===== config.mk =====
export PLATFORM = sky130hd
export DESIGN_NAME = command_line_argument_splitter
export DESIGN_NICKNAME = d
export VERILOG_FILES = /design/src/hw/rtl/cas_pkg.sv /design/src/hw/rtl/cas_front.sv /design/src/hw/rtl/cas_fifo.sv /design/src/hw/rtl/cas_back.sv /design/src/hw/rtl/command_line_argument_splitter.sv
export SDC_FILE = /design/constraint.sdc
export NUM_CORES = 1
export LEC_CHECK = 0
export BUFFER_PORTS_ARGS = -buffer_cell sky130_fd_sc_hd__buf_2
export CAP_MARGIN = 20
export CELL_PAD_IN_SITES_DETAIL_PLACEMENT = 1
export CELL_PAD_IN_SITES_GLOBAL_PLACEMENT = 1
export CORE_MARGIN = 2
export CORE_UTILIZATION = 51
export CTS_CLUSTER_SIZE = 12
export DETAILED_ROUTE_END_ITERATION = 16
export GPL_TIMING_DRIVEN = 1
export PLACE_DENSITY = 0.88
export REMOVE_ABC_BUFFERS = 1
export SYNTH_ARGS = -nofsm -noshare
export SYNTH_HDL_FRONTEND = slang
export SYNTH_SLANG_ARGS = --single-unit

===== constraint.sdc =====
create_clock -name clk -period 4.1 [get_ports clk]
set_clock_uncertainty 0.15 [all_clocks]
set_input_delay 0.82 -clock clk [delete_from_list [all_inputs] [get_ports clk]]
set_output_delay 0.82 -clock clk [all_outputs]
set_load 0.05 [all_outputs]

===== src/hw/rtl/cas_pkg.sv =====
`timescale 1ns / 1ps
`default_nettype none

package cas_pkg;

    localparam logic [7:0] CH_NUL    = 8'h00;
    localparam logic [7:0] CH_SPACE  = 8'h20;
    localparam logic [7:0] CH_TAB    = 8'h09;
    localparam logic [7:0] CH_BSLASH = 8'h5C;
    localparam logic [7:0] CH_QUOTE  = 8'h22;

    // Largest supported pending backslash limit and the count width that covers it.
    localparam int MAX_PENDING_LIMIT = 60;
    localparam int CNT_W = $clog2(MAX_PENDING_LIMIT + 1);

    localparam int QUEUE_DEPTH = 4;

    typedef enum logic [1:0] {
        TAIL_NONE,
        TAIL_BYTE,
        TAIL_DONE,
        TAIL_OVF
    } tail_t;

    // One command: an optional end mark, then a run of backslashes, then a tail result.
    typedef struct packed {
        logic             pre_end;
        logic [CNT_W-1:0] bs_cnt;
        tail_t            tail;
        logic [7:0]       tail_byte;
    } cmd_t;

endpackage

`default_nettype wire


===== src/hw/rtl/cas_front.sv =====
`timescale 1ns / 1ps
`default_nettype none

module cas_front #(
    parameter int MAX_PENDING_BACKSLASHES = 31
) (
    input  wire logic        clk,
    input  wire logic        rst_n,
    input  wire logic        in_valid,
    output logic             in_ready,
    input  wire logic [7:0]  ch,
    input  wire logic        q_full,
    output logic             q_push,
    output cas_pkg::cmd_t    q_cmd
);

    localparam int PEND_W = $clog2(MAX_PENDING_BACKSLASHES + 1);
    localparam int CW = cas_pkg::CNT_W;

    logic              quoted_reg, quoted_next;
    logic              space_run_reg, space_run_next;
    logic              quote_pend_reg, quote_pend_next;
    logic [PEND_W-1:0] pend_reg, pend_next;

    logic          accept;
    cas_pkg::cmd_t cmd;

    assign in_ready = !q_full;
    assign accept   = in_valid && in_ready;

    always_comb
    begin
        logic sep;
        logic proceed;
        logic inq_eff;

        sep             = (ch == cas_pkg::CH_SPACE) || (ch == cas_pkg::CH_TAB);
        proceed         = 1'b1;
        inq_eff         = quoted_reg;
        quoted_next     = quoted_reg;
        space_run_next  = space_run_reg;
        quote_pend_next = quote_pend_reg;
        pend_next       = pend_reg;
        cmd.pre_end     = 1'b0;
        cmd.bs_cnt      = '0;
        cmd.tail        = cas_pkg::TAIL_NONE;
        cmd.tail_byte   = cas_pkg::CH_NUL;

        if (quote_pend_reg)
        begin
            quote_pend_next = 1'b0;
            if (ch == cas_pkg::CH_QUOTE)
            begin
                cmd.tail      = cas_pkg::TAIL_BYTE;
                cmd.tail_byte = cas_pkg::CH_QUOTE;
                proceed       = 1'b0;
            end
            else
            begin
                inq_eff     = 1'b0;
                quoted_next = 1'b0;
            end
        end

        if (proceed && space_run_reg)
        begin
            if (sep)
            begin
                proceed = 1'b0;
            end
            else if (ch == cas_pkg::CH_NUL)
            begin
                cmd.tail        = cas_pkg::TAIL_DONE;
                quoted_next     = 1'b0;
                space_run_next  = 1'b0;
                quote_pend_next = 1'b0;
                pend_next       = '0;
                proceed         = 1'b0;
            end
            else
            begin
                cmd.pre_end    = 1'b1;
                space_run_next = 1'b0;
            end
        end

        if (proceed)
        begin
            if (ch == cas_pkg::CH_NUL)
            begin
                cmd.bs_cnt      = CW'(pend_reg);
                cmd.tail        = cas_pkg::TAIL_DONE;
                quoted_next     = 1'b0;
                space_run_next  = 1'b0;
                quote_pend_next = 1'b0;
                pend_next       = '0;
            end
            else if (sep && !inq_eff)
            begin
                cmd.bs_cnt     = CW'(pend_reg);
                pend_next      = '0;
                space_run_next = 1'b1;
            end
            else if (ch == cas_pkg::CH_BSLASH)
            begin
                if (pend_reg < PEND_W'(MAX_PENDING_BACKSLASHES))
                    pend_next = pend_reg + PEND_W'(1);
                else
                    cmd.tail = cas_pkg::TAIL_OVF;
            end
            else if (ch == cas_pkg::CH_QUOTE)
            begin
                cmd.bs_cnt = CW'(pend_reg >> 1);
                if (pend_reg[0])
                begin
                    cmd.tail      = cas_pkg::TAIL_BYTE;
                    cmd.tail_byte = cas_pkg::CH_QUOTE;
                end
                else if (inq_eff)
                    quote_pend_next = 1'b1;
                else
                    quoted_next = 1'b1;
                pend_next = '0;
            end
            else
            begin
                cmd.bs_cnt    = CW'(pend_reg);
                cmd.tail      = cas_pkg::TAIL_BYTE;
                cmd.tail_byte = ch;
                pend_next     = '0;
            end
        end
    end

    assign q_cmd  = cmd;
    assign q_push = accept &&
                    (cmd.pre_end || (cmd.bs_cnt != '0) || (cmd.tail != cas_pkg::TAIL_NONE));

    always_ff @(posedge clk or negedge rst_n)
    begin
        if (!rst_n)
        begin
            quoted_reg     <= 1'b0;
            space_run_reg  <= 1'b0;
            quote_pend_reg <= 1'b0;
            pend_reg       <= '0;
        end
        else if (accept)
        begin
            quoted_reg     <= quoted_next;
            space_run_reg  <= space_run_next;
            quote_pend_reg <= quote_pend_next;
            pend_reg       <= pend_next;
        end
    end

    a_pend_bound: assert property (@(posedge clk) disable iff (!rst_n)
        pend_reg <= PEND_W'(MAX_PENDING_BACKSLASHES))
        else $error("pending backslash count above limit");

    a_quote_pend_quoted: assert property (@(posedge clk) disable iff (!rst_n)
        quote_pend_reg |-> quoted_reg)
        else $error("quote pending outside quotes");

    a_space_run_unquoted: assert property (@(posedge clk) disable iff (!rst_n)
        space_run_reg |-> (!quoted_reg && !quote_pend_reg))
        else $error("separator run open inside quotes");

endmodule

`default_nettype wire


===== src/hw/rtl/cas_fifo.sv =====
`timescale 1ns / 1ps
`default_nettype none

module cas_fifo (
    input  wire logic          clk,
    input  wire logic          rst_n,
    input  wire logic          push,
    input  wire cas_pkg::cmd_t push_cmd,
    output logic               full,
    input  wire logic          pop,
    output cas_pkg::cmd_t      head,
    output logic               empty
);

    localparam int DEPTH = cas_pkg::QUEUE_DEPTH;
    localparam int PTR_W = $clog2(DEPTH);
    localparam int CNT_W = $clog2(DEPTH + 1);

    cas_pkg::cmd_t      entry_reg [DEPTH];
    logic [PTR_W-1:0]   wr_ptr_reg, wr_ptr_next;
    logic [PTR_W-1:0]   rd_ptr_reg, rd_ptr_next;
    logic [CNT_W-1:0]   count_reg, count_next;

    assign full  = (count_reg == CNT_W'(DEPTH));
    assign empty = (count_reg == '0);
    assign head  = entry_reg[rd_ptr_reg];

    always_comb
    begin
        wr_ptr_next = push ? wr_ptr_reg + PTR_W'(1) : wr_ptr_reg;
        rd_ptr_next = pop ? rd_ptr_reg + PTR_W'(1) : rd_ptr_reg;
        count_next  = count_reg;
        if (push && !pop)
            count_next = count_reg + CNT_W'(1);
        else if (pop && !push)
            count_next = count_reg - CNT_W'(1);
    end

    always_ff @(posedge clk)
    begin
        if (push)
            entry_reg[wr_ptr_reg] <= push_cmd;
    end

    always_ff @(posedge clk or negedge rst_n)
    begin
        if (!rst_n)
        begin
            wr_ptr_reg <= '0;
            rd_ptr_reg <= '0;
            count_reg  <= '0;
        end
        else
        begin
            wr_ptr_reg <= wr_ptr_next;
            rd_ptr_reg <= rd_ptr_next;
            count_reg  <= count_next;
        end
    end

endmodule

`default_nettype wire


===== src/hw/rtl/cas_back.sv =====
`timescale 1ns / 1ps
`default_nettype none

module cas_back (
    input  wire logic          clk,
    input  wire logic          rst_n,
    input  wire cas_pkg::cmd_t head,
    input  wire logic          empty,
    output logic               pop,
    output logic               out_valid,
    input  wire logic          out_ready,
    output logic [7:0]         out_byte,
    output logic               arg_end,
    output logic               line_done,
    output logic               overflow,
    output logic               last
);

    localparam int CW = cas_pkg::CNT_W;

    cas_pkg::cmd_t work_reg, work_next;
    logic          busy_reg, busy_next;
    logic          valid_reg, valid_next;
    logic [7:0]    byte_reg, byte_next;
    logic          end_reg, end_next;
    logic          done_reg, done_next;
    logic          ovf_reg, ovf_next;
    logic          last_reg, last_next;

    cas_pkg::cmd_t src;
    cas_pkg::cmd_t rem;
    logic          advance;
    logic          have_src;
    logic          rem_empty;

    assign advance  = !valid_reg || out_ready;
    assign have_src = busy_reg || !empty;
    assign src      = busy_reg ? work_reg : head;

    // First result of the source command and what is left of it.
    always_comb
    begin
        rem       = src;
        byte_next = cas_pkg::CH_NUL;
        end_next  = 1'b0;
        done_next = 1'b0;
        ovf_next  = 1'b0;
        if (src.pre_end)
        begin
            rem.pre_end = 1'b0;
            end_next    = 1'b1;
        end
        else if (src.bs_cnt != '0)
        begin
            rem.bs_cnt = src.bs_cnt - CW'(1);
            byte_next  = cas_pkg::CH_BSLASH;
        end
        else
        begin
            rem.tail = cas_pkg::TAIL_NONE;
            case (src.tail)
                cas_pkg::TAIL_BYTE: byte_next = src.tail_byte;
                cas_pkg::TAIL_DONE:
                begin
                    end_next  = 1'b1;
                    done_next = 1'b1;
                end
                cas_pkg::TAIL_OVF: ovf_next = 1'b1;
                default: byte_next = cas_pkg::CH_NUL;
            endcase
        end
        rem_empty = !rem.pre_end && (rem.bs_cnt == '0) && (rem.tail == cas_pkg::TAIL_NONE);
        last_next = rem_empty;
    end

    always_comb
    begin
        pop        = 1'b0;
        busy_next  = busy_reg;
        work_next  = work_reg;
        valid_next = valid_reg;
        if (advance)
        begin
            valid_next = have_src;
            if (have_src)
            begin
                pop       = !busy_reg;
                busy_next = !rem_empty;
                work_next = rem;
            end
        end
    end

    always_ff @(posedge clk or negedge rst_n)
    begin
        if (!rst_n)
        begin
            busy_reg  <= 1'b0;
            valid_reg <= 1'b0;
        end
        else
        begin
            busy_reg  <= busy_next;
            valid_reg <= valid_next;
        end
    end

    always_ff @(posedge clk)
    begin
        work_reg <= work_next;
        if (advance && have_src)
        begin
            byte_reg <= byte_next;
            end_reg  <= end_next;
            done_reg <= done_next;
            ovf_reg  <= ovf_next;
            last_reg <= last_next;
        end
    end

    assign out_valid = valid_reg;
    assign out_byte  = byte_reg;
    assign arg_end   = end_reg;
    assign line_done = done_reg;
    assign overflow  = ovf_reg;
    assign last      = last_reg;

    a_busy_has_work: assert property (@(posedge clk) disable iff (!rst_n)
        busy_reg |-> (work_reg.pre_end || (work_reg.bs_cnt != '0) ||
                      (work_reg.tail != cas_pkg::TAIL_NONE)))
        else $error("back end busy with an exhausted command");

endmodule

`default_nettype wire


===== src/hw/rtl/command_line_argument_splitter.sv =====
// Channel   Direction  Width  Contents
// s_axis    in         8      tdata[7:0] = ch
// m_axis    out        8+3+1  tdata[7:0] = out_byte; tuser = arg_end, line_done, overflow;
//                             tlast = last
//
// The front end takes one byte per cycle while the command queue has room.
// The back end sends one result per cycle while m_axis_tready is high, a byte's results in turn;
// a backslash run flushed by one byte gives up to MAX_PENDING_BACKSLASHES + 1 results.
// A four-entry command queue sits between the two and the result is registered.
// Reset is asynchronous and clears all control state; either side may stall at any time.
`timescale 1ns / 1ps
`default_nettype none

module command_line_argument_splitter #(
    parameter int MAX_PENDING_BACKSLASHES = 31
) (
    input  wire logic        clk,
    input  wire logic        rst_n,
    input  wire logic        s_axis_tvalid,
    output logic             s_axis_tready,
    input  wire logic [7:0]  s_axis_tdata,   // [7:0] ch
    output logic             m_axis_tvalid,
    input  wire logic        m_axis_tready,
    output logic [7:0]       m_axis_tdata,   // [7:0] out_byte
    output logic [2:0]       m_axis_tuser,   // [0] arg_end, [1] line_done, [2] overflow
    output logic             m_axis_tlast
);

    cas_pkg::cmd_t push_cmd;
    cas_pkg::cmd_t head;
    logic          push;
    logic          full;
    logic          pop;
    logic          empty;

    cas_front #(
        .MAX_PENDING_BACKSLASHES(MAX_PENDING_BACKSLASHES)
    ) u_front (
        .clk      (clk),
        .rst_n    (rst_n),
        .in_valid (s_axis_tvalid),
        .in_ready (s_axis_tready),
        .ch       (s_axis_tdata),
        .q_full   (full),
        .q_push   (push),
        .q_cmd    (push_cmd)
    );

    cas_fifo u_fifo (
        .clk      (clk),
        .rst_n    (rst_n),
        .push     (push),
        .push_cmd (push_cmd),
        .full     (full),
        .pop      (pop),
        .head     (head),
        .empty    (empty)
    );

    cas_back u_back (
        .clk       (clk),
        .rst_n     (rst_n),
        .head      (head),
        .empty     (empty),
        .pop       (pop),
        .out_valid (m_axis_tvalid),
        .out_ready (m_axis_tready),
        .out_byte  (m_axis_tdata),
        .arg_end   (m_axis_tuser[0]),
        .line_done (m_axis_tuser[1]),
        .overflow  (m_axis_tuser[2]),
        .last      (m_axis_tlast)
    );

endmodule

`default_nettype wire


==> results of run 1 <==
-- metal layers --
| metal | vias up | track usage |
|---|---|---|
| met5 | - | 0 |
| met3 | 5 | 0.02845 |
| met4 | 0 | 0.07238 |
| met1 | 1734 | 0.2719 |
| met2 | 58 | 0.4129 |
| li1 | 1569 | - |
-- worst reg2reg max path, stage by stage (launching register included) --
cell	delay (ns)
dfrtp_1	0.54
nor2b_1	0.36
a22oi_1	0.19
o21ai_1	0.37
ha_1	0.34
nand2_1	0.08
or4_4	0.54
o21ai_4	0.29
o22ai_2	0.16
nor4_4	0.29
o31ai_2	0.09
-- worst max path at each step --
stage,slack (ns),to,startpoint
after global routing,0.27,u_fifo.count_reg[2]$_DFFE_PN0P_,s_axis_tdata[2]
final,0.54,u_fifo.count_reg[2]$_DFFE_PN0P_,s_axis_tdata[2]
after detailed placement,0.13,u_fifo.entry_reg[1][4]$_DFFE_PP_,s_axis_tdata[2]
after CTS,0.53,u_fifo.entry_reg[1][16]$_DFFE_PP_,s_axis_tdata[2]
after floorplan,0.51,u_fifo.count_reg[1]$_DFFE_PN0P_,s_axis_tdata[2]
after global placement,0.31,u_fifo.count_reg[1]$_DFFE_PN0P_,s_axis_tdata[2]
-- final cells by class --
cell class	instances	area, um^2	area share
sequential	109	3188	0.5582
tap	136	170.2	0.02979
clock buffer	9	123.9	0.02169
timing repair buffer	36	207.7	0.03636
inverter	19	71.32	0.01249
multi-input combinational	260	1894	0.3317
clock inverter	7	56.30	0.009858
-- kinds of logic (layout without fill, tap and decap cells) --
logic type / Yosys count / after routing
compound gates: 75 / 75
xor+xnor: 9 / 9
fa+ha+maj: 8 / 8
buf+inv: 36 / 71
flops: 109 / 109
mux: 32 / 32
simple gates: 136 / 136
-- report_power, final --
part	switching [mW]	total, mW	internal [mW]	leakage, nW
Clock	0.383	0.612	0.229	0.0858
Sequential	0.148	1.69	1.54	1.08
Combinational	0.864	1.40	0.536	0.983
-- placed cells by master (no fill, tap or decap), types with 4 or more instances in the layout --
cell      instances
a211oi_1          6
a21o_1            4
a21oi_1          13
and2_1           13
and3_1            5
buf_2            25
buf_4            11
clkbuf_8          9
dfrtp_1          17
edfxtp_1         92
ha_1              7
inv_1            18
mux2_2            6
mux2i_1          14
mux4_2            9
nand2_1          38
nand3_1          14
nor2_1           24
nor2b_1          12
nor3_1            8
o21ai_0          18
xnor2_1           4
xor2_1            4
-- metrics by stage --
| stage | hold slack, ns | power, mW | worst slack, ns |
|---|---|---|---|
| global placement | 0.3556 | 3.006 | 0.3092 |
| CTS | 0.2082 | 3.732 | 0.5251 |
| global route | 0.2185 | 3.924 | 0.2746 |
| floorplan | 0.3345 | 2.698 | 0.5113 |
| finish | 0.2151 | 3.704 | 0.5432 |
| detailed placement | 0.3688 | 3.114 | 0.1316 |
==> metrics, run 1 <==
Synth Area in Adders 0.02053; syn_area_per_cell 12.94 um^2; largest area contributor in the netlist edfxtp_1; worst path bufs/invs 2; layout cells sized above 1 0.1818; RSZ-0062 raised after global routing false; largest net degree at the start of global routing 29; fin crit period 3.557 ns; slowest stage delay, CP 0.45 ns; Worst-Skew Late Latency 0.37 ns; clock sinks 109; Synth area leaders edfxtp_1, dfrtp_1, mux4_2; Max Clk Rate 281.2 MHz; HP Class input pin to async pin; unique cell type count in the Yosys netlist 69; RR Startpoint u_back.busy_reg$_DFFE_PN0P_; most frequent CP cell xor2_1; Slew HR 0.4360; Die W 105.4 um; clock root buffer clkbuf_8; Synth Cell Area 0.005243 mm^2; share of the synthesized area in the top cell type 0.5270; Synth top cells by count edfxtp_1, nand2_1, nor2_1; pwr/cell area 648.5 mW/mm^2; TritonRoute pass-1 iters 4; Post-Synthesis Cells 405; crit path max fanout 6; CTS tree built; Placer Congestion 0.8821; worst r2r dst u_back.busy_reg$_DFFE_PN0P_; DRC 0; Post-synth EDFFs 92; top layer in use met4; initial antenna violation count 0; Layout area overhead 8.950%; CTS buffer count 9; Worst Tran Pin Value 0.8459 ns; row count 37; Die Span Y 105.4 um; max FFs per register 64; via/cell ratio 5.844; Port Buffers 25; Max Slew Vio Count 0; Slowest cell on crit path fa_1; GR Util All Layers 0.2243; final setup violating endpoints 0; antenna-violating nets left 0; Initial Util 0.5171; Inst Count DP 560; hold buffers post-CTS 0; Worst EP arrival 3.70 ns; final WL 11.64 mm; mux share of post-synthesis cell area 0.08616; flop2flop setup slack 0.59 ns; Max VDD drop 225.7 uV; Area after DPL 0.005532 mm^2; Synth Area in XOR/XNOR 0.01647; cell family with most CP delay simple AND/OR/NAND/NOR gates; wire length on met1 4.854 mm; Tcrit/Tclk final 0.8675; Design Area, Final 0.005712 mm^2; fin cells 576; die area 0.01111 mm^2; post-detail-place hpwl 8.546 mm; ANT cells 0; most frequent cell after synthesis edfxtp_1; Iter 0 DRT Violations 190; H-tree depth 3; number of global-route vias before repair 3631; WL/cell 20.21 um; TNS Setup 0 ns; startpoint types input pin; main combinational cell family by area after synthesis simple AND/OR/NAND/NOR gates; gr ovfl total 0; clock buffer depth 2; clock transition at the registers of the reported paths 0.11 ns; routed via count 3366; Worst path depth 13; Hold Vio Cnt, Final 0; I/O pins 26; post-synthesis sequential area ratio 0.6081; flops & latches, synth 109; Setup Fix Bufs, Post-CTS 0; asr flop ratio synth 0.1560; CP cell instances buf_2 > nor4_1 > and4_1 > nand3_1 > a21oi_1 > a211oi_1 > a31oi_2 > ha_1 > inv_1 > fa_1 > xor2_1 > nor2_1 > xor2_1; cts repair resizes 0; status complete, no violations; Worst Reg-to-Reg Cells 10; Core Region 0.01014 mm^2; met2 WL 6.412 mm; WP data required 4.24 ns; CP Class input pin to register; Worst setup EP type register; global-route wire length before repair 19.02 mm; Post-Synth Simple-Gate Area 0.1370; Synthesis Warnings 0; WL met3 310 um; Pleak 2.146 nW; fillers 1037; Synth Area in Compound Gates 0.1007; dominant synthesized flop cell edfxtp_1; final core utilization 0.5634; nets 455; max_cap viols 0
Power figures use the tool's default switching activity.
==> inputs of run 2 (changes only) <==
- PLACE_DENSITY: 0.88 -> not set
- PLACE_DENSITY_LB_ADDON: not set -> 0.08
==> run 2 against run 1 <==
Compared with the run above: worst setup slack worse by 0.026 ns; sequential share of layout area hardly changed; die area stayed put; combinational power hardly changed; cell count is 0.17% higher; cell area hardly changed; hold slack better by 0.0018 ns; critical endpoint is now u_fifo.count_reg[1]$_DFFE_PN0P_; largest cell class unchanged.
==> metrics, run 2 (synthesis gave the netlist of run 1 again) <==
pwr/cell area 639.7 mW/mm^2 (was 648.5 mW/mm^2); Die W 105.4 um (unchanged); Placer Congestion 0.8369 (was 0.8821); post-detail-place hpwl 8.226 mm (was 8.546 mm); Max VDD drop 255.8 uV (was 225.7 uV); Tcrit/Tclk final 0.8739 (was 0.8675); nets 456 (was 455); CP cell instances buf_2 > nor4_1 > nand4_1 > o22a_1 > a221oi_1 > a31oi_2 > ha_1 > inv_1 > fa_1 > mux2_2 (was buf_2 > nor4_1 > and4_1 > nand3_1 > a21oi_1 > a211oi_1 > a31oi_2 > ha_1 > inv_1 > fa_1 > xor2_1 > nor2_1 > xor2_1); CTS tree built (unchanged); fin crit period 3.583 ns (was 3.557 ns); Setup Fix Bufs, Post-CTS 0 (unchanged); highest-count cells in the layout ignoring fill and taps edfxtp_1, nand2_1, buf_2 (unchanged); Slowest cell on crit path nor4_1 (was fa_1); Initial Util 0.5171 (unchanged); H-tree depth 3 (unchanged); clock root buffer clkbuf_8 (unchanged); final WL 11.02 mm (was 11.64 mm); Max Slew Vio Count 0 (unchanged); antenna-violating nets left 0 (unchanged); slowest stage delay, CP 0.45 ns (about the same); Layout area overhead 8.998% (was 8.950%); clock transition at the registers of the reported paths 0.11 ns (about the same); clock sinks 109 (unchanged); Worst-Skew Late Latency 0.37 ns (about the same); status complete, no violations (unchanged); final setup violating endpoints 0 (unchanged); number of global-route vias before repair 3557 (was 3631); initial antenna violation count 0 (unchanged); Max Clk Rate 279.1 MHz (was 281.2 MHz); multi-input logic area 0.001894 mm^2 (unchanged); Die Span Y 105.4 um (unchanged); GR Util All Layers 0.2186 (was 0.2243); Worst Tran Pin Value 0.8196 ns (was 0.8459 ns); routed via count 3326 (was 3366); TNS Setup 0 ns (unchanged); RSZ-0062 raised after global routing false (unchanged); largest net degree at the start of global routing 29 (unchanged); final core utilization 0.5636 (was 0.5634); I/O pins 26 (unchanged); Iter 0 DRT Violations 143 (was 190); die area 0.01111 mm^2 (unchanged); DRC 0 (unchanged); crit path max fanout 9 (was 6); global-route wire length before repair 18.77 mm (was 19.02 mm); Slew HR 0.4536 (was 0.4360); Worst setup EP type register (unchanged); max_cap viols 0 (unchanged); WP data required 4.21 ns (was 4.24 ns); Area after DPL 0.005539 mm^2 (was 0.005532 mm^2); layout cells sized above 1 0.1837 (was 0.1818); ANT cells 0 (unchanged); CTS buffer count 9 (unchanged); CP Class input pin to register (unchanged); gr ovfl total 0 (unchanged); most common cell after layout, fill and taps aside edfxtp_1 (unchanged); cell family with most CP delay compound AO/OA/AOI/OAI gates (was simple AND/OR/NAND/NOR gates); Pleak 2.145 nW (was 2.146 nW); cts repair resizes 0 (unchanged); clock buffer depth 2 (unchanged); Hold Vio Cnt, Final 0 (unchanged); startpoint types input pin (unchanged); row count 37 (unchanged); fillers 1041 (was 1037); Design Area, Final 0.005714 mm^2 (was 0.005712 mm^2); worst path bufs/invs 2 (unchanged); max FFs per register 64 (unchanged); WL/cell 19.09 um (was 20.21 um); Critical Path Source s_axis_tdata[2] (unchanged); RR Startpoint u_fifo.rd_ptr_reg[0]$_DFFE_PN0P_ (was u_back.busy_reg$_DFFE_PN0P_); Port Buffers 25 (unchanged); Core Region 0.01014 mm^2 (unchanged); HP Class input pin to async pin (unchanged); TritonRoute pass-1 iters 4 (unchanged); Worst EP arrival 3.69 ns (was 3.70 ns); hold buffers post-CTS 0 (unchanged); Sequential Area 0.003188 mm^2 (unchanged); via/cell ratio 5.764 (was 5.844)
[run 2: cell types whose count changed in the layout (fill, tap and decap cells not counted)]
| cell | change |
|---|---|
| buf_4 | +1 |
| clkinvlp_4 | +1 |
| inv_6 | -2 |
| clkinv_2 | +1 |
[run 2: cell type report]
type	instances	area share
Clock buffer	9	0.02168
Clock inverter	7	0.008977
Inverter	19	0.01248
Multi-Input combinational cell	260	0.3315
Sequential cell	109	0.5579
Tap cell	136	0.02978
Timing Repair Buffer	37	0.03766
[run 2: path summary, 6_finish.rpt]
check	to	slack [ns]	cells after the start
max reg2reg	u_back.busy_reg$_DFFE_PN0P_	0.68	11
min	u_back.busy_reg$_DFFE_PN0P_	0.22	1
max	u_fifo.count_reg[1]$_DFFE_PN0P_	0.52	10
min reg2reg	u_fifo.count_reg[2]$_DFFE_PN0P_	0.38	1
max in group asynchronous	u_front.quote_pend_reg$_DFFE_PN0P_	3.28	1
min in group clk	u_fifo.count_reg[2]$_DFFE_PN0P_	0.38	1
[run 2: power by group]
group	leakage (nW)	internal [mW]	switching, mW
combinational	0.988	0.533	0.834
clock	0.0808	0.223	0.376
sequential	1.08	1.54	0.146
total	2.15	2.30	1.36
[run 2: layer usage]
| layer | track usage | vias to the layer above | wire length, um |
|---|---|---|---|
| met3 | 0.02721 | 6 | 358 |
| li1 | - | 1572 | - |
| met1 | 0.2864 | 1685 | 4936 |
| met5 | 0 | - | 0 |
| met4 | 0.07238 | 0 | 86 |
| met2 | 0.3783 | 63 | 5635 |
[run 2: metrics by stage]
step	hold WS [ns]	setup WS, ns	total power, mW	cells
floorplan	0.3345	0.5113	2.698	388
global placement	0.3521	0.2586	3.032	561
detailed placement	0.3683	0.1358	3.100	561
CTS	0.2200	0.5460	3.696	577
global route	0.2360	0.3149	3.891	577
finish	0.2169	0.5170	3.655	577
==> inputs of run 3 (changes only) <==
- CORE_UTILIZATION: 51 -> 52
- SYNTH_HIERARCHICAL: not set -> 1
==> run 3 against run 2 <==
Compared with the run above: cell area up 10%; worst setup slack better by 0.13 ns; global-route usage is 0.56 points higher.
==> metrics, run 3 <==
max_cap viols 0 (unchanged); syn_area_per_cell 14.65 um^2 (was 12.94 um^2); RR Startpoint u_fifo/rd_ptr_reg[0]$_DFFE_PN0P_ (was u_fifo.rd_ptr_reg[0]$_DFFE_PN0P_); Max Slew Vio Count 0 (unchanged); row count 37 (unchanged); Max Clk Rate 289.2 MHz (was 279.1 MHz); TNS Setup 0 ns (unchanged); Die W 106.6 um (was 105.4 um); Synthesis Warnings 6 (was 0); Tcrit/Tclk final 0.8433 (was 0.8739); via/cell ratio 5.968 (was 5.764); final hold slack 0.09161 ns (was 0.2169 ns); WL/cell 21.16 um (was 19.09 um); GR Util All Layers 0.2243 (was 0.2186); Worst setup EP type register (unchanged); fin crit period 3.458 ns (was 3.583 ns); CTS buffer count 17 (was 9); post-synthesis sequential area ratio 0.6039 (was 0.6081); Port Buffers 25 (unchanged); Worst EP arrival 3.58 ns (was 3.69 ns); clock transition at the registers of the reported paths 0.06 ns (was 0.11 ns); gr ovfl total 0 (unchanged); Critical Path End u_back/last$_DFFE_PP_ (was u_fifo.count_reg[1]$_DFFE_PN0P_); global-route wire length before repair 18.85 mm (was 18.77 mm); Hold Vio Cnt, Final 0 (unchanged); Worst Reg-to-Reg Cells 8 (was 11); Layout area overhead 15.14% (was 8.998%); layout cells sized above 1 0.2286 (was 0.1837); I/O pins 26 (unchanged); Worst-Skew Late Latency 0.52 ns (was 0.37 ns); flop2flop setup slack 0.64 ns (was 0.68 ns); cts repair resizes 0 (unchanged); antenna-violating nets left 0 (unchanged); Placer Congestion 0.8407 (was 0.8369); Synth Cell Area 0.005478 mm^2 (was 0.005243 mm^2); largest net degree at the start of global routing 32 (was 29); Core Region 0.01028 mm^2 (was 0.01014 mm^2); most frequent cell after synthesis edfxtp_1 (unchanged); nets 428 (was 456); share of the synthesized area in the top cell type 0.5263 (was 0.5270); hold buffers post-CTS 0 (unchanged); CP Class register to register (was input pin to register); worst r2r dst u_back/last$_DFFE_PP_ (was u_back.busy_reg$_DFFE_PN0P_); dominant synthesized flop cell edfxtp_1 (unchanged); pwr/cell area 722.7 mW/mm^2 (was 639.7 mW/mm^2); Pleak 2.358 nW (was 2.145 nW); final WL 11.76 mm (was 11.02 mm); Post-synth EDFFs 96 (was 92); Die Span Y 106.6 um (was 105.4 um); unique cell type count in the Yosys netlist 71 (was 69); highest-count cells in the layout ignoring fill and taps edfxtp_1, buf_2, inv_1, dfrtp_1 (was edfxtp_1, nand2_1, buf_2); post-detail-place hpwl 7.765 mm (was 8.226 mm); ANT cells 0 (unchanged); Worst Tran Pin Value 0.9499 ns (was 0.8196 ns); startpoint types register (was input pin); Post-Synthesis Cells 374 (was 405); Synth area leaders edfxtp_1, dfrtp_1, mux4_1 (was edfxtp_1, dfrtp_1, mux4_2); most common cell after layout, fill and taps aside edfxtp_1 (unchanged); status complete, no violations (unchanged); final setup violating endpoints 0 (unchanged); DRC 0 (unchanged); largest area contributor in the netlist edfxtp_1 (unchanged); clock buffer depth 2 (unchanged); clock root buffer clkbuf_8 (unchanged); Initial Util 0.5330 (was 0.5171); Synth top cells by count edfxtp_1, dfrtp_1, inv_1 (was edfxtp_1, nand2_1, nor2_1); initial antenna violation count 0 (unchanged); asr flop ratio synth 0.1504 (was 0.1560); Iter 0 DRT Violations 183 (was 143); H-tree depth 4 (was 3); WP data required 4.22 ns (was 4.21 ns); RSZ-0062 raised after global routing false (unchanged); crit path max fanout 9 (unchanged); Max VDD drop 413.2 uV (was 255.8 uV); die area 0.01137 mm^2 (was 0.01111 mm^2); Critical Path Source u_fifo/rd_ptr_reg[0]$_DFFE_PN0P_ (was s_axis_tdata[2]); routed via count 3318 (was 3326); number of global-route vias before repair 3568 (was 3557); HP Class input pin to async pin (unchanged); TritonRoute pass-1 iters 4 (unchanged); flops & latches, synth 113 (was 109); clock sinks 113 (was 109); Slew HR 0.3667 (was 0.4536); Setup Fix Bufs, Post-CTS 0 (unchanged); CTS tree built (unchanged); max FFs per register 68 (was 64)
## run 3: layout make-up
class	count	area [um^2]
fillers	992	3970
flip-flops and latches	113	3308
multi-input cells	227	1982
clock buffers	19	421.7
clock inverters	13	191.4
repair buffers	31	170.2
well taps	136	170.2
inverters	17	63.81
## run 3: critical path, stage by stage (launching register included)
cell      delay [ns]
dfrtp_1         0.65
mux4_2          0.61
mux2i_1         0.32
ha_1            0.29
inv_1           0.10
o41a_1          0.43
a211oi_2        0.36
a211oi_1        0.09
and3_1          0.21
## run 3: per-layer routing
metal | track usage | vias to the layer above | wire (um)
met5 | 0 | - | 0
li1 | - | 1530 | -
met2 | 0.3885 | 56 | 6172
met4 | 0.09833 | 0 | 167
met3 | 0.04924 | 16 | 281
met1 | 0.2696 | 1716 | 5142
## run 3: per-stage QoR
step                std cells  power, mW    util  setup WS (ns)  area [um^2]
floorplan                 357      2.674       -         0.5081         5350
global placement          524      2.981  0.5541         0.2891         5694
detailed placement        524      3.038  0.5541         0.2125         5694
CTS                       556      4.604  0.6137         0.6351         6307
global route              556      4.775  0.6137         0.4616         6307
finish                    556      4.558  0.6137         0.6424         6307
## run 3: worst min path at each step
stage | start | end | slack, ns | depth (start not counted)
global placement | u_fifo/count_reg[2]$_DFFE_PN0P_ | u_fifo/count_reg[2]$_DFFE_PN0P_ | 0.32 | 1
floorplan | u_fifo/count_reg[2]$_DFFE_PN0P_ | u_fifo/count_reg[2]$_DFFE_PN0P_ | 0.31 | 1
finish | rst_n | u_front/pend_reg[2]$_DFFE_PN0P_ | 0.09 | 1
detailed placement | u_fifo/count_reg[2]$_DFFE_PN0P_ | u_fifo/count_reg[2]$_DFFE_PN0P_ | 0.34 | 1
CTS | rst_n | u_front/pend_reg[0]$_DFFE_PN0P_ | 0.08 | 1
global route | rst_n | u_front/space_run_reg$_DFFE_PN0P_ | 0.10 | 1
## run 3: logic make-up after synthesis
group,share of synthesized area
multiplexers,0.1183
AND/OR/NAND/NOR,0.1149
buffers and inverters,0.03494
adder cells (fa/ha/maj),0.02193
XOR/XNOR,0.01279
flip-flops,0.6039
AO/OA/AOI/OAI,0.09251
other,0.0006846
## run 3: where the power goes
part           internal (mW)  switching [mW]
registers               1.59           0.155
clock network           1.04           0.491
logic                  0.519           0.763
